===== src/rtl/wpsp_pkg.sv =====
// ----------------------------------------------------------------------------
// wpsp_pkg
// Types, constants and helpers shared by the WAVE PCM16 stream parser.
// ----------------------------------------------------------------------------
package wpsp_pkg;

  localparam int unsigned OUT_DEPTH = 8;

  localparam logic [3:0]  HDR_BYTES     = 4'd12;
  localparam logic [31:0] TAG_FMT       = 32'h2074_6D66;
  localparam logic [31:0] TAG_DATA      = 32'h6174_6164;
  localparam logic [15:0] FMT_PCM       = 16'h0001;
  localparam logic [15:0] FMT_EXTENSIBLE = 16'hFFFE;
  localparam logic [31:0] FMT_MIN_EXT   = 32'd26;
  localparam logic [31:0] FMT_MIN_SIZE  = 32'd16;
  localparam logic [15:0] PCM_BITS      = 16'd16;
  localparam logic [3:0]  CHUNK_MAX     = 4'd15;

  localparam logic KIND_SAMPLE = 1'b0;
  localparam logic KIND_STATUS = 1'b1;

  typedef enum logic [1:0] {
    ST_OK      = 2'd0,
    ST_NOT_RIFF = 2'd1,
    ST_BAD_FMT = 2'd2
  } status_e;

  typedef enum logic [1:0] {
    CK_HEADER = 2'd0,
    CK_FMT    = 2'd1,
    CK_DATA   = 2'd2,
    CK_OTHER  = 2'd3
  } chunk_kind_e;

  typedef struct packed {
    logic [7:0] file_byte;
    logic       final_byte;
  } in_item_t;

  typedef struct packed {
    logic               item_kind;
    logic signed [15:0] pcm_sample;
    logic [3:0]         chunk_number;
    logic [1:0]         status_code;
    logic [15:0]        channel_count;
    logic [31:0]        sample_rate;
    logic [15:0]        audio_format;
    logic [15:0]        sample_bits;
    logic               end_of_run;
  } out_item_t;

  typedef struct packed {
    logic [1:0] cnt;
    out_item_t  first;
    out_item_t  second;
  } push_t;

  function automatic logic [7:0] riff_wave_byte(input logic [3:0] idx);
    logic [7:0] v;
    case (idx)
      4'd0:    v = 8'h52;
      4'd1:    v = 8'h49;
      4'd2:    v = 8'h46;
      4'd3:    v = 8'h46;
      4'd8:    v = 8'h57;
      4'd9:    v = 8'h41;
      4'd10:   v = 8'h56;
      4'd11:   v = 8'h45;
      default: v = 8'h00;
    endcase
    return v;
  endfunction

endpackage


===== src/rtl/wpsp_parser.sv =====
// ----------------------------------------------------------------------------
// wpsp_parser
// Input register and per-byte parse logic: header check, chunk walk, fmt
// capture and sample assembly, producing up to two result items per byte.
// ----------------------------------------------------------------------------
module wpsp_parser import wpsp_pkg::*; (
  input  logic     clk_i,
  input  logic     rst_ni,
  input  logic     accept_i,
  input  in_item_t item_i,
  output logic     busy_o,
  output push_t    push_o
);

  typedef struct packed {
    logic [15:0] format;
    logic [15:0] channels;
    logic [31:0] rate;
    logic [15:0] bits;
    logic [15:0] sub;
  } fmt_t;

  logic        s0_valid_q;
  in_item_t    s0_item_q;

  logic [3:0]  pos_q, pos_d;
  logic        hok_q, hok_d;
  logic [63:0] shift_q, shift_d;
  logic [31:0] left_q, left_d;
  chunk_kind_e kind_q, kind_d;
  logic        pad_q, pad_d;
  fmt_t        pend_q, pend_d;
  fmt_t        comm_q, comm_d;
  logic [7:0]  low_q, low_d;
  logic        phase_q, phase_d;
  logic [3:0]  dcount_q, dcount_d;
  logic [3:0]  cur_q, cur_d;
  logic [3:0]  chosen_q, chosen_d;
  logic        seen_q, seen_d;

  logic [7:0]  b;
  logic        checked;
  logic        match;
  logic        do_finish;
  logic [31:0] size;
  logic [31:0] off;
  logic        bad;
  out_item_t   sample_r;
  out_item_t   status_r;

  assign busy_o = s0_valid_q;
  assign b      = s0_item_q.file_byte;

  always_ff @(posedge clk_i or negedge rst_ni) begin
    if (!rst_ni) begin
      s0_valid_q <= 1'b0;
    end else begin
      s0_valid_q <= accept_i;
    end
  end

  always_ff @(posedge clk_i) begin
    if (accept_i) begin
      s0_item_q <= item_i;
    end
  end

  always_ff @(posedge clk_i or negedge rst_ni) begin
    if (!rst_ni) begin
      pos_q    <= '0;
      hok_q    <= 1'b0;
      shift_q  <= '0;
      left_q   <= '0;
      kind_q   <= CK_HEADER;
      pad_q    <= 1'b0;
      pend_q   <= '0;
      comm_q   <= '0;
      low_q    <= '0;
      phase_q  <= 1'b0;
      dcount_q <= '0;
      cur_q    <= '0;
      chosen_q <= '0;
      seen_q   <= 1'b0;
    end else begin
      pos_q    <= pos_d;
      hok_q    <= hok_d;
      shift_q  <= shift_d;
      left_q   <= left_d;
      kind_q   <= kind_d;
      pad_q    <= pad_d;
      pend_q   <= pend_d;
      comm_q   <= comm_d;
      low_q    <= low_d;
      phase_q  <= phase_d;
      dcount_q <= dcount_d;
      cur_q    <= cur_d;
      chosen_q <= chosen_d;
      seen_q   <= seen_d;
    end
  end

  always_comb begin
    pos_d     = pos_q;
    hok_d     = hok_q;
    shift_d   = shift_q;
    left_d    = left_q;
    kind_d    = kind_q;
    pad_d     = pad_q;
    pend_d    = pend_q;
    comm_d    = comm_q;
    low_d     = low_q;
    phase_d   = phase_q;
    dcount_d  = dcount_q;
    cur_d     = cur_q;
    chosen_d  = chosen_q;
    seen_d    = seen_q;
    do_finish = 1'b0;
    checked   = (pos_q < 4'd4) || (pos_q >= 4'd8);
    match     = !checked || (b == riff_wave_byte(pos_q));
    off       = shift_q[63:32] - left_q;
    sample_r  = '0;
    status_r  = '0;
    bad       = 1'b0;
    push_o    = '0;

    if (s0_valid_q) begin
      if (pos_q < HDR_BYTES) begin
        hok_d = (pos_q == 4'd0) ? match : (hok_q & match);
      end else if (kind_q == CK_HEADER) begin
        if (pad_q) begin
          pad_d = 1'b0;
        end else begin
          shift_d = {b, shift_q[63:8]};
          left_d  = left_q + 32'd1;
          if (left_q[2:0] == 3'd7) begin
            case (shift_d[31:0])
              TAG_FMT: begin
                kind_d = CK_FMT;
                pend_d = '0;
              end
              TAG_DATA: begin
                kind_d  = CK_DATA;
                cur_d   = dcount_q;
                phase_d = 1'b0;
                if (dcount_q != CHUNK_MAX) begin
                  dcount_d = dcount_q + 4'd1;
                end
              end
              default: begin
                kind_d = CK_OTHER;
              end
            endcase
            left_d    = shift_d[63:32];
            do_finish = (shift_d[63:32] == '0);
          end
        end
      end else begin
        case (kind_q)
          CK_FMT: begin
            if (off < 32'd2) begin
              if (off[0]) pend_d.format[15:8] = b;
              else pend_d.format[7:0] = b;
            end else if (off < 32'd4) begin
              if (off[0]) pend_d.channels[15:8] = b;
              else pend_d.channels[7:0] = b;
            end else if (off < 32'd8) begin
              case (off[1:0])
                2'd0:    pend_d.rate[7:0]   = b;
                2'd1:    pend_d.rate[15:8]  = b;
                2'd2:    pend_d.rate[23:16] = b;
                default: pend_d.rate[31:24] = b;
              endcase
            end else if (off == 32'd14) begin
              pend_d.bits[7:0] = b;
            end else if (off == 32'd15) begin
              pend_d.bits[15:8] = b;
            end else if (off == 32'd24) begin
              pend_d.sub[7:0] = b;
            end else if (off == 32'd25) begin
              pend_d.sub[15:8] = b;
            end
          end
          CK_DATA: begin
            if (!phase_q) begin
              low_d   = b;
              phase_d = 1'b1;
            end else begin
              phase_d               = 1'b0;
              sample_r.item_kind    = KIND_SAMPLE;
              sample_r.pcm_sample   = $signed({b, low_q});
              sample_r.chunk_number = cur_q;
              push_o.cnt            = 2'd1;
              push_o.first          = sample_r;
            end
          end
          default: begin
          end
        endcase
        left_d    = left_q - 32'd1;
        do_finish = (left_q == 32'd1);
      end

      size = shift_d[63:32];
      if (do_finish) begin
        if ((kind_d == CK_FMT) && (size >= FMT_MIN_SIZE)) begin
          comm_d = pend_d;
          if ((pend_d.format == FMT_EXTENSIBLE) && (size >= FMT_MIN_EXT)) begin
            comm_d.format = pend_d.sub;
          end
        end else if (kind_d == CK_DATA) begin
          chosen_d = cur_d;
          seen_d   = 1'b1;
        end
        pad_d  = size[0];
        kind_d = CK_HEADER;
        left_d = '0;
      end

      if (pos_q != HDR_BYTES) begin
        pos_d = pos_q + 4'd1;
      end

      if (s0_item_q.final_byte) begin
        status_r.item_kind    = KIND_STATUS;
        status_r.end_of_run   = 1'b1;
        status_r.chunk_number = seen_d ? chosen_d : 4'd0;
        if ((pos_d < HDR_BYTES) || !hok_d) begin
          status_r.status_code = ST_NOT_RIFF;
        end else begin
          bad = (comm_d.format != FMT_PCM) || (comm_d.bits != PCM_BITS) ||
                (comm_d.channels == '0) || (comm_d.rate == '0) ||
                comm_d.rate[31] || !seen_d;
          status_r.status_code   = bad ? ST_BAD_FMT : ST_OK;
          status_r.channel_count = comm_d.channels;
          status_r.sample_rate   = comm_d.rate;
          status_r.audio_format  = comm_d.format;
          status_r.sample_bits   = comm_d.bits;
        end
        if (push_o.cnt == 2'd1) begin
          push_o.cnt    = 2'd2;
          push_o.second = status_r;
        end else begin
          push_o.cnt   = 2'd1;
          push_o.first = status_r;
        end
        pos_d    = '0;
        hok_d    = 1'b0;
        shift_d  = '0;
        left_d   = '0;
        kind_d   = CK_HEADER;
        pad_d    = 1'b0;
        pend_d   = '0;
        comm_d   = '0;
        low_d    = '0;
        phase_d  = 1'b0;
        dcount_d = '0;
        cur_d    = '0;
        chosen_d = '0;
        seen_d   = 1'b0;
      end
    end else begin
      size = shift_q[63:32];
    end
  end

endmodule


===== src/rtl/wpsp_outq.sv =====
// ----------------------------------------------------------------------------
// wpsp_outq
// Result queue that takes up to two result items per cycle and hands them
// out one at a time on a valid/ready channel.
// ----------------------------------------------------------------------------
module wpsp_outq import wpsp_pkg::*; #(
  parameter int unsigned Depth = OUT_DEPTH
) (
  input  logic                       clk_i,
  input  logic                       rst_ni,
  input  push_t                      push_i,
  output logic                       out_valid_o,
  input  logic                       out_ready_i,
  output out_item_t                  out_item_o,
  output logic [$clog2(Depth+1)-1:0] count_o
);

  localparam int unsigned PW = $clog2(Depth);
  localparam int unsigned CW = $clog2(Depth + 1);

  out_item_t       mem_q [Depth];
  logic [PW-1:0]   wptr_q, wptr_d;
  logic [PW-1:0]   rptr_q, rptr_d;
  logic [CW-1:0]   count_q, count_d;
  logic [PW-1:0]   wnext;
  logic            pop;

  function automatic logic [PW-1:0] ptr_inc(input logic [PW-1:0] p);
    return (p == PW'(Depth - 1)) ? '0 : p + PW'(1);
  endfunction

  assign out_valid_o = (count_q != '0);
  assign out_item_o  = mem_q[rptr_q];
  assign count_o     = count_q;
  assign pop         = out_valid_o && out_ready_i;
  assign wnext       = ptr_inc(wptr_q);

  always_comb begin
    wptr_d  = wptr_q;
    rptr_d  = rptr_q;
    if (push_i.cnt == 2'd1) begin
      wptr_d = wnext;
    end else if (push_i.cnt == 2'd2) begin
      wptr_d = ptr_inc(wnext);
    end
    if (pop) begin
      rptr_d = ptr_inc(rptr_q);
    end
    count_d = count_q + CW'(push_i.cnt) - CW'(pop);
  end

  always_ff @(posedge clk_i or negedge rst_ni) begin
    if (!rst_ni) begin
      wptr_q  <= '0;
      rptr_q  <= '0;
      count_q <= '0;
    end else begin
      wptr_q  <= wptr_d;
      rptr_q  <= rptr_d;
      count_q <= count_d;
    end
  end

  always_ff @(posedge clk_i) begin
    if (push_i.cnt != 2'd0) begin
      mem_q[wptr_q] <= push_i.first;
    end
    if (push_i.cnt == 2'd2) begin
      mem_q[wnext] <= push_i.second;
    end
  end

endmodule


===== src/rtl/wave_pcm16_stream_parser_top.sv =====
// ----------------------------------------------------------------------------
// wave_pcm16_stream_parser_top
// Byte-wide RIFF/WAVE 16-bit PCM parser emitting samples and a final status.
// ----------------------------------------------------------------------------
// An accepted byte is held in the parser's input register, and its result items are written into the result queue.
// Throughput: one byte per cycle while the result queue has room; a byte yields at most two result items.
// The result queue depth sets how long input keeps flowing while the output
// side stalls, since each byte in flight reserves two queue entries.
// Reset clears the parser state and empties the result queue.
module wave_pcm16_stream_parser_top import wpsp_pkg::*; #(
  parameter int unsigned OutDepth = OUT_DEPTH
) (
  input  logic      clk_i,
  input  logic      rst_ni,
  input  logic      in_valid_i,
  output logic      in_ready_o,
  input  in_item_t  in_item_i,
  output logic      out_valid_o,
  input  logic      out_ready_i,
  output out_item_t out_item_o
);

  localparam int unsigned CW = $clog2(OutDepth + 1);

  logic          busy;
  push_t         push;
  logic [CW-1:0] count;
  logic [CW+1:0] need;

  assign need       = {2'b00, count} + (busy ? (CW+2)'(2) : '0) + (CW+2)'(2);
  assign in_ready_o = (need <= (CW+2)'(OutDepth));

  wpsp_parser u_parser (
    .clk_i    (clk_i),
    .rst_ni   (rst_ni),
    .accept_i (in_valid_i && in_ready_o),
    .item_i   (in_item_i),
    .busy_o   (busy),
    .push_o   (push)
  );

  wpsp_outq #(
    .Depth (OutDepth)
  ) u_outq (
    .clk_i       (clk_i),
    .rst_ni      (rst_ni),
    .push_i      (push),
    .out_valid_o (out_valid_o),
    .out_ready_i (out_ready_i),
    .out_item_o  (out_item_o),
    .count_o     (count)
  );

endmodule


===== config.mk =====
export PLATFORM = sky130hd
export DESIGN_NAME = wave_pcm16_stream_parser_top
export DESIGN_NICKNAME = d
export VERILOG_FILES = /design/src/rtl/wpsp_pkg.sv /design/src/rtl/wpsp_parser.sv /design/src/rtl/wpsp_outq.sv /design/src/rtl/wave_pcm16_stream_parser_top.sv
export SDC_FILE = /design/constraint.sdc
export NUM_CORES = 2
export LEC_CHECK = 0
export BUFFER_PORTS_ARGS = -buffer_cell sky130_fd_sc_hd__buf_2
export CELL_PAD_IN_SITES_DETAIL_PLACEMENT = 1
export CELL_PAD_IN_SITES_GLOBAL_PLACEMENT = 1
export CORE_MARGIN = 3
export CORE_UTILIZATION = 33
export DETAILED_ROUTE_END_ITERATION = 10
export PLACE_DENSITY = 0.65
export SLEW_MARGIN = 20
export SYNTH_ARGS = -nofsm -noshare
export SYNTH_HDL_FRONTEND = slang
export SYNTH_SLANG_ARGS = --single-unit
export TNS_END_PERCENT = 30

===== constraint.sdc =====
create_clock -name clk_i -period 13.9 [get_ports clk_i]
set_clock_uncertainty 0.05 [all_clocks]
set_input_delay 2.085 -clock clk_i [delete_from_list [all_inputs] [get_ports clk_i]]
set_output_delay 2.085 -clock clk_i [all_outputs]
set_load 0.005 [all_outputs]

**Yosys cells after proc, flatten, opt, wreduce, memory -nomap -nowiden**

Memories as Yosys holds them, arrays and structs flattened.
Index checks and enable logic that the tools add are counted.

- Flip-flop bits (word level): 322
- RAM bits: 832
- Bits in read-only memories: 96
- Bits of input ports: 13
- Memories: 2

Memories:

| name | words | width | rd ports | clocked after memory_dff | wr ports | RTL line | source |
|---|---|---|---|---|---|---|---|
| u_outq.mem_q | 8 | 104 | 1 | 0 | 2 | wpsp_outq.sv:21 | `out_item_t mem_q [Depth];` |
| (no name shown) | 16 | 6 | 1 | 0 | 0 | wpsp_pkg.sv:60 | `case (idx)` |

- Add/sub/neg operators: 12
- Order comparisons: 10
- Equal/unequal tests: 38
- Muxes and demuxes: 129
- Bitwise operators: 1
- Reductions and logical operators: 38

Operator list:

| cell | count |
|---|---|
| 96-bit 2-to-1 mux | 12 |
| 106-bit 2-to-1 mux | 4 |
| 210-bit 2-to-1 mux | 2 |
| 64-bit 2-to-1 mux | 6 |
| 32-bit 2-to-1 mux | 8 |
| 104-bit 2-to-1 mux | 2 |
| 80-bit 2-to-1 mux | 2 |
| 8-bit 2-to-1 mux | 19 |
| 105-bit 2-to-1 mux | 1 |
| 4-bit 2-to-1 mux | 21 |
| 16-bit 2-to-1 mux | 5 |
| 32-bit by 4-bit == test with 1-bit output, second input constant | 2 |
| 32-bit by 5-bit == test with 1-bit output, second input constant | 2 |
| 32-bit by 5-bit >= comparator with 1-bit output, second input constant | 2 |
| 32-bit zero test | 2 |
| 32-bit by 1-bit adder with 32-bit output, second input constant | 1 |
| 32-bit by 1-bit == test with 1-bit output, second input constant | 1 |
| 32-bit by 30-bit == test with 1-bit output, second input constant | 1 |
| 32-bit by 31-bit == test with 1-bit output, second input constant | 1 |
| 32-bit by 2-bit less-than comparator with 1-bit output, second input constant | 1 |
| 32-bit by 3-bit less-than comparator with 1-bit output, second input constant | 1 |
| 32-bit by 4-bit less-than comparator with 1-bit output, second input constant | 1 |
| 32-bit by 1-bit subtractor with 32-bit output, second input constant | 1 |
| 32-bit subtractor | 1 |
| other kinds (42) | 129 |

**Depth between registers and ports, before layout**

- Depth after elaboration: 33
- Gate-level depth with buffers: 23
- Mapped depth without buffers: 20

**By module**

A second synthesis with hierarchy kept.

- Cells, all modules: 4745
- Area total of the unflattened synthesis: 63108.0 um^2

By module, submodules not included:

| module | times used | cells each | area each (um^2) | sequential area each (um^2) |
|---|---|---|---|---|
| wpsp_outq | 1 | 2218 | 42241.8 | 25234.2 |
| wpsp_parser | 1 | 2513 | 20761.2 | 7652.3 |
| wave_pcm16_stream_parser_top | 1 | 14 | 105.1 | 0.0 |

**Least setup slack after synthesis**

No wires, ideal clock.

- Kind: register to register
- Start: register u_parser.left_q[0]
- End: memory u_outq.mem_q[1][82] in the netlist's numbering (data pin)
- Library setup time: 0.267 ns
- Arrival time: 5.628 ns
- Slack: 7.955 ns
- Stages on the path, launching flop included: 21
- Buffers on the path: 1
- Cell sequence: dfrtp_1 ha_1 inv_1 fa_1 a211oi_4 o21ai_2 a221oi_4 a211oi_1 a31o_1 or4_4 or4_4 nor4_4 nand3_1 a22o_1 or2_0 buf_6 o41ai_1 nand2_1 or4_4 nor4_4 nor2_1

RTL lines:

| what | RTL line | source |
|---|---|---|
| start: declaration | wpsp_parser.sv:29 | `logic [31:0] left_q, left_d;` |
| start signal: assignment | wpsp_parser.sv:88 | `left_q <= left_d;` |
| end: declaration | wpsp_outq.sv:21 |  |

==> impl_results.md <==
- Outcome: completed
- Arr. time, crit path: 7780 ps
- Clock Tree Root: sky130_fd_sc_hd__clkbuf_16
- Clock slew seen by the registers of the worst setup and hold paths: 60 ps
- Synthesis-stage register bit count: 1138
- Via count normalized by instance count: 6.209
- Antenna Nets Post-Route: 0
- Gpl congestion: 0.9230
- Worst Hold Class: reg2reg
- Pwr dens: 151.5 nW/um^2
- Sequential element share of the synthesized area: 0.5365
- Count of unique library cells instantiated by Yosys: 102
- Initial antenna violation count: 1
- Final Hold Violating Endpoints: 0
- Final routed wirelength across all metal layers: 217300 um
- Crit-path slowest cell: sky130_fd_sc_hd__a221oi_1
- Leak: 0.02214 uW
- Number of hold buffers added after cts: 0
- Maximum number of pins on one net before global-route repair: 130
- Total die area: 182300 um^2
- Critical path buffers and inverters: 1
- Ys async rst share: 0.2680
- Grt total ovfl: 0
- Total of cells resized after clock tree synthesis: 0
- Sum of met3 wire segment lengths after detailed routing: 15560 um
- Layout Area Growth over Synthesis: 10.91%
- Routed wire per std cell: 29.22 um
- Post-placement worst setup slack: 6731 ps
- Max-capacitance violation count: 0
- Final HPWL DP: 129700 um
- Insertion delay to the later sink of the worst-skew pair: 770 ps
- Vias post-DR: 46160
- Relative slew margins: 0.2186
- Power, Total: 9827 uW
- Least-Margin Pin Slew: 1172 ps
- Die outline height: 426.9 um
- Standard-cell rows: 153
- Synthesized cell area: 58470 um^2
- Die outline width: 426.9 um
- Cell breakdown of the critical path: ha_1, inv_1, fa_1, a211oi_4, o211ai_1, a32o_1, a21boi_0, mux2i_1, a221oi_1, a2111o_1, nor4_1, o21ai_0, o2111ai_2, nor4_1, and2_1, a31oi_1, or4_4, nor4_4, nor2_1
- Maximum number of buffers from clock root to sink: 3
- CTS sink count: 1138
- Period Utilization, post-route: 0.5275
- Unrepaired setup endpoints after global routing: false
- Setup CP Type: reg2reg
- Starting Density: 0.3342
- DR iter-0 viols: 5245
- Number of buffers inserted during clock tree synthesis: 120
- Yosys warns: 0
- Filler cell count in the final layout: 18930
- Detailed-routing iteration count for the pre-antenna-repair pass: 6
- Avg Synthesized Cell Area: 11.33 um^2
- Remaining design rule violation count: 0
- Layout cells sized above 1: 0.1554
- Cell type group with the largest total delay on the critical path: compound AO/OA/AOI/OAI gates
- Most repeated library cell on the critical path: sky130_fd_sc_hd__nor4_1
- Core box area: 175000 um^2
- TritonCTS clock tree: yes
- Cell depth of the worst setup path: 19
- Post-route setup TNS: 0 ps
- Most used DFF post-synth: sky130_fd_sc_hd__edfxtp_1
- Time the final worst path needs with I/O delays and setup: 7333 ps
- Ports placed on the boundary: 119
- Maximum operating frequency: 0.1364 GHz
- Crit path capture type: register
- Worst Path Max Fanout: 10
- Net count after synthesis: 5242
- Required @ worst endpoint: 14340 ps
- Met1 routed wirelength after detailed routing: 91770 um
- Worst setup SP type: register
- Worst voltage drop across the vdd grid: 0.0001493 V
- GRT Overall Usage: 0.2330
- Final setup violation count: 0
- Number of max-slew violations in the final report: 0
- Highest metal used: met4
- Worst reg2reg path depth: 19
- Post-synth EDFFs: 705
- Crit path largest cell delay: 840 ps
- Global-route wire length before repair: 322100 um
- Net count, final: 5082
- Count of buffers from port buffering: 118
- Via count of the first global-routing pass: 47260
- Number of levels in the clock H-tree: 3
- Setup slack after layout: 6567 ps
- Post-CTS setup buffer count: 0
- Post-Syn Instances: 5162
- Metal2 WL: 103500 um
- Worst Hold Path Cells: 2
## worst paths after layout
path | startpoint | end | slack, ps
setup reg to reg | u_parser.left_q[0]$_DFFE_PN0P_ | u_outq.mem_q[5][82]$_DFFE_PP_ | 6570
min in group asynchronous | rst_ni | u_parser.shift_q[31]$_DFFE_PN0P_ | 1270
hold reg to reg | u_outq.mem_q[4][98]$_SDFFE_PP0P_ | u_outq.mem_q[4][98]$_SDFFE_PP0P_ | 400
max in group asynchronous | rst_ni | u_parser.comm_q[63]$_DFFE_PN0P_ | 10690
hold / removal | u_outq.mem_q[4][98]$_SDFFE_PP0P_ | u_outq.mem_q[4][98]$_SDFFE_PP0P_ | 400
setup / recovery | u_parser.left_q[0]$_DFFE_PN0P_ | u_outq.mem_q[5][82]$_DFFE_PP_ | 6570
## tightest hold or removal path, delay by kind of cell (launching register included)
kind	cells	cell delay, ps
AOI/OAI and AO/OA	1	50
and+or+nand+nor	1	40
DFF	1	320
## area by class of cell
| type | instances | area [um^2] | area share |
|---|---|---|---|
| flip-flops and latches | 1138 | 31380 | 0.4839 |
| multi-input cells | 3440 | 24990 | 0.3853 |
| clock buffers | 161 | 3228 | 0.04978 |
| well taps | 2325 | 2909 | 0.04486 |
| repair buffers | 221 | 1436 | 0.02215 |
| clock inverters | 68 | 576.8 | 0.008895 |
| inverters | 81 | 329.1 | 0.005075 |
| diodes | 1 | 2.502 | 0.00003859 |
## metal layers
metal / track usage / up-vias
met4: 0.07379 / 0
met5: 0 / -
met2: 0.3812 / 1999
met3: 0.03055 / 357
li1: - / 19760
met1: 0.3207 / 24050
## cell families (layout without fill, tap and decap cells)
family	after synthesis	in the layout	share of synthesized area
xor+xnor	49	49	0.007340
buf+inv	584	531	0.03972
simple gates	1273	1273	0.1052
mux	373	373	0.1104
fa+ha+maj	67	67	0.01459
flops	1138	1138	0.5365
other cells	0	1	0
compound gates	1678	1678	0.1862
## where the power goes
group	internal, uW	total, uW	switching (uW)	leakage (uW)
combinational	1180	2850	1670	0.00814
clock	1770	3200	1420	0.00186
sequential	3660	3780	115	0.0121
total	6620	9830	3210	0.0221
## cells in the final DEF, fill, tap and decap left out, types with 60 or more instances in the layout
cell type and count:
sky130_fd_sc_hd__nand3_1 65, sky130_fd_sc_hd__edfxtp_1 705, sky130_fd_sc_hd__o2bb2ai_1 134, sky130_fd_sc_hd__mux2_2 114
sky130_fd_sc_hd__inv_1 70, sky130_fd_sc_hd__nor3_1 62, sky130_fd_sc_hd__o21ai_0 319, sky130_fd_sc_hd__mux4_2 206
sky130_fd_sc_hd__nand2_1 492, sky130_fd_sc_hd__clkbuf_16 121, sky130_fd_sc_hd__dfrtp_1 301, sky130_fd_sc_hd__buf_2 117
sky130_fd_sc_hd__a22oi_1 60, sky130_fd_sc_hd__a22o_1 117, sky130_fd_sc_hd__nor2_1 236, sky130_fd_sc_hd__dfxtp_1 128
sky130_fd_sc_hd__ha_1 64, sky130_fd_sc_hd__buf_4 98, sky130_fd_sc_hd__a21oi_1 204, sky130_fd_sc_hd__o22ai_1 636
sky130_fd_sc_hd__nand2b_1 76
## state kept, by name (all words and copies together) (netlist names), 2 cells and up
register           cells
u_outq.mem_q         824
u_parser.pend_q       96
u_parser.comm_q       80
u_parser.shift_q      56
u_parser.left_q       32
u_parser.b             8
u_parser.low_q         8
u_outq.count_o         4
u_parser.chosen_q      4
u_parser.cur_q         4
u_parser.dcount_q      4
u_parser.pos_q         4
u_outq.rptr_q          3
u_outq.wptr_q          3
u_parser.kind_q        2
## through the flow
stage	cell area (um^2)	hold WS (ps)	std cells	util
5_1_grt	64840	425.9	7434	0.3706
6_report	64850	399.3	7435	0.3706
2_1_floorplan	58470	369.8	5162	-
3_3_place_gp	61040	378.7	7205	0.3488
3_5_place_dp	61040	387.0	7205	0.3488
4_1_cts	64840	401.5	7434	0.3706
## synthesized netlist by cell type, types with 49 or more instances
master | count | area share
sky130_fd_sc_hd__a21oi_1 | 206 | 0.018
sky130_fd_sc_hd__a22o_1 | 117 | 0.018
sky130_fd_sc_hd__a22oi_1 | 60 | 0.0077
sky130_fd_sc_hd__clkbuf_1 | 444 | 0.029
sky130_fd_sc_hd__dfrtp_1 | 305 | 0.13
sky130_fd_sc_hd__dfxtp_1 | 128 | 0.044
sky130_fd_sc_hd__edfxtp_1 | 705 | 0.36
sky130_fd_sc_hd__ha_1 | 65 | 0.014
sky130_fd_sc_hd__inv_1 | 79 | 0.0051
sky130_fd_sc_hd__mux2_2 | 114 | 0.022
sky130_fd_sc_hd__mux2i_1 | 51 | 0.0087
sky130_fd_sc_hd__mux4_2 | 206 | 0.079
sky130_fd_sc_hd__nand2_1 | 500 | 0.032
sky130_fd_sc_hd__nand2b_1 | 76 | 0.0081
sky130_fd_sc_hd__nand3_1 | 71 | 0.0061
sky130_fd_sc_hd__nor2_1 | 243 | 0.016
sky130_fd_sc_hd__nor3_1 | 62 | 0.0053
sky130_fd_sc_hd__nor4_1 | 49 | 0.0052
sky130_fd_sc_hd__o21ai_0 | 319 | 0.027
sky130_fd_sc_hd__o22ai_1 | 636 | 0.068
sky130_fd_sc_hd__o2bb2ai_1 | 134 | 0.020
(Power assumes the default switching activity.)
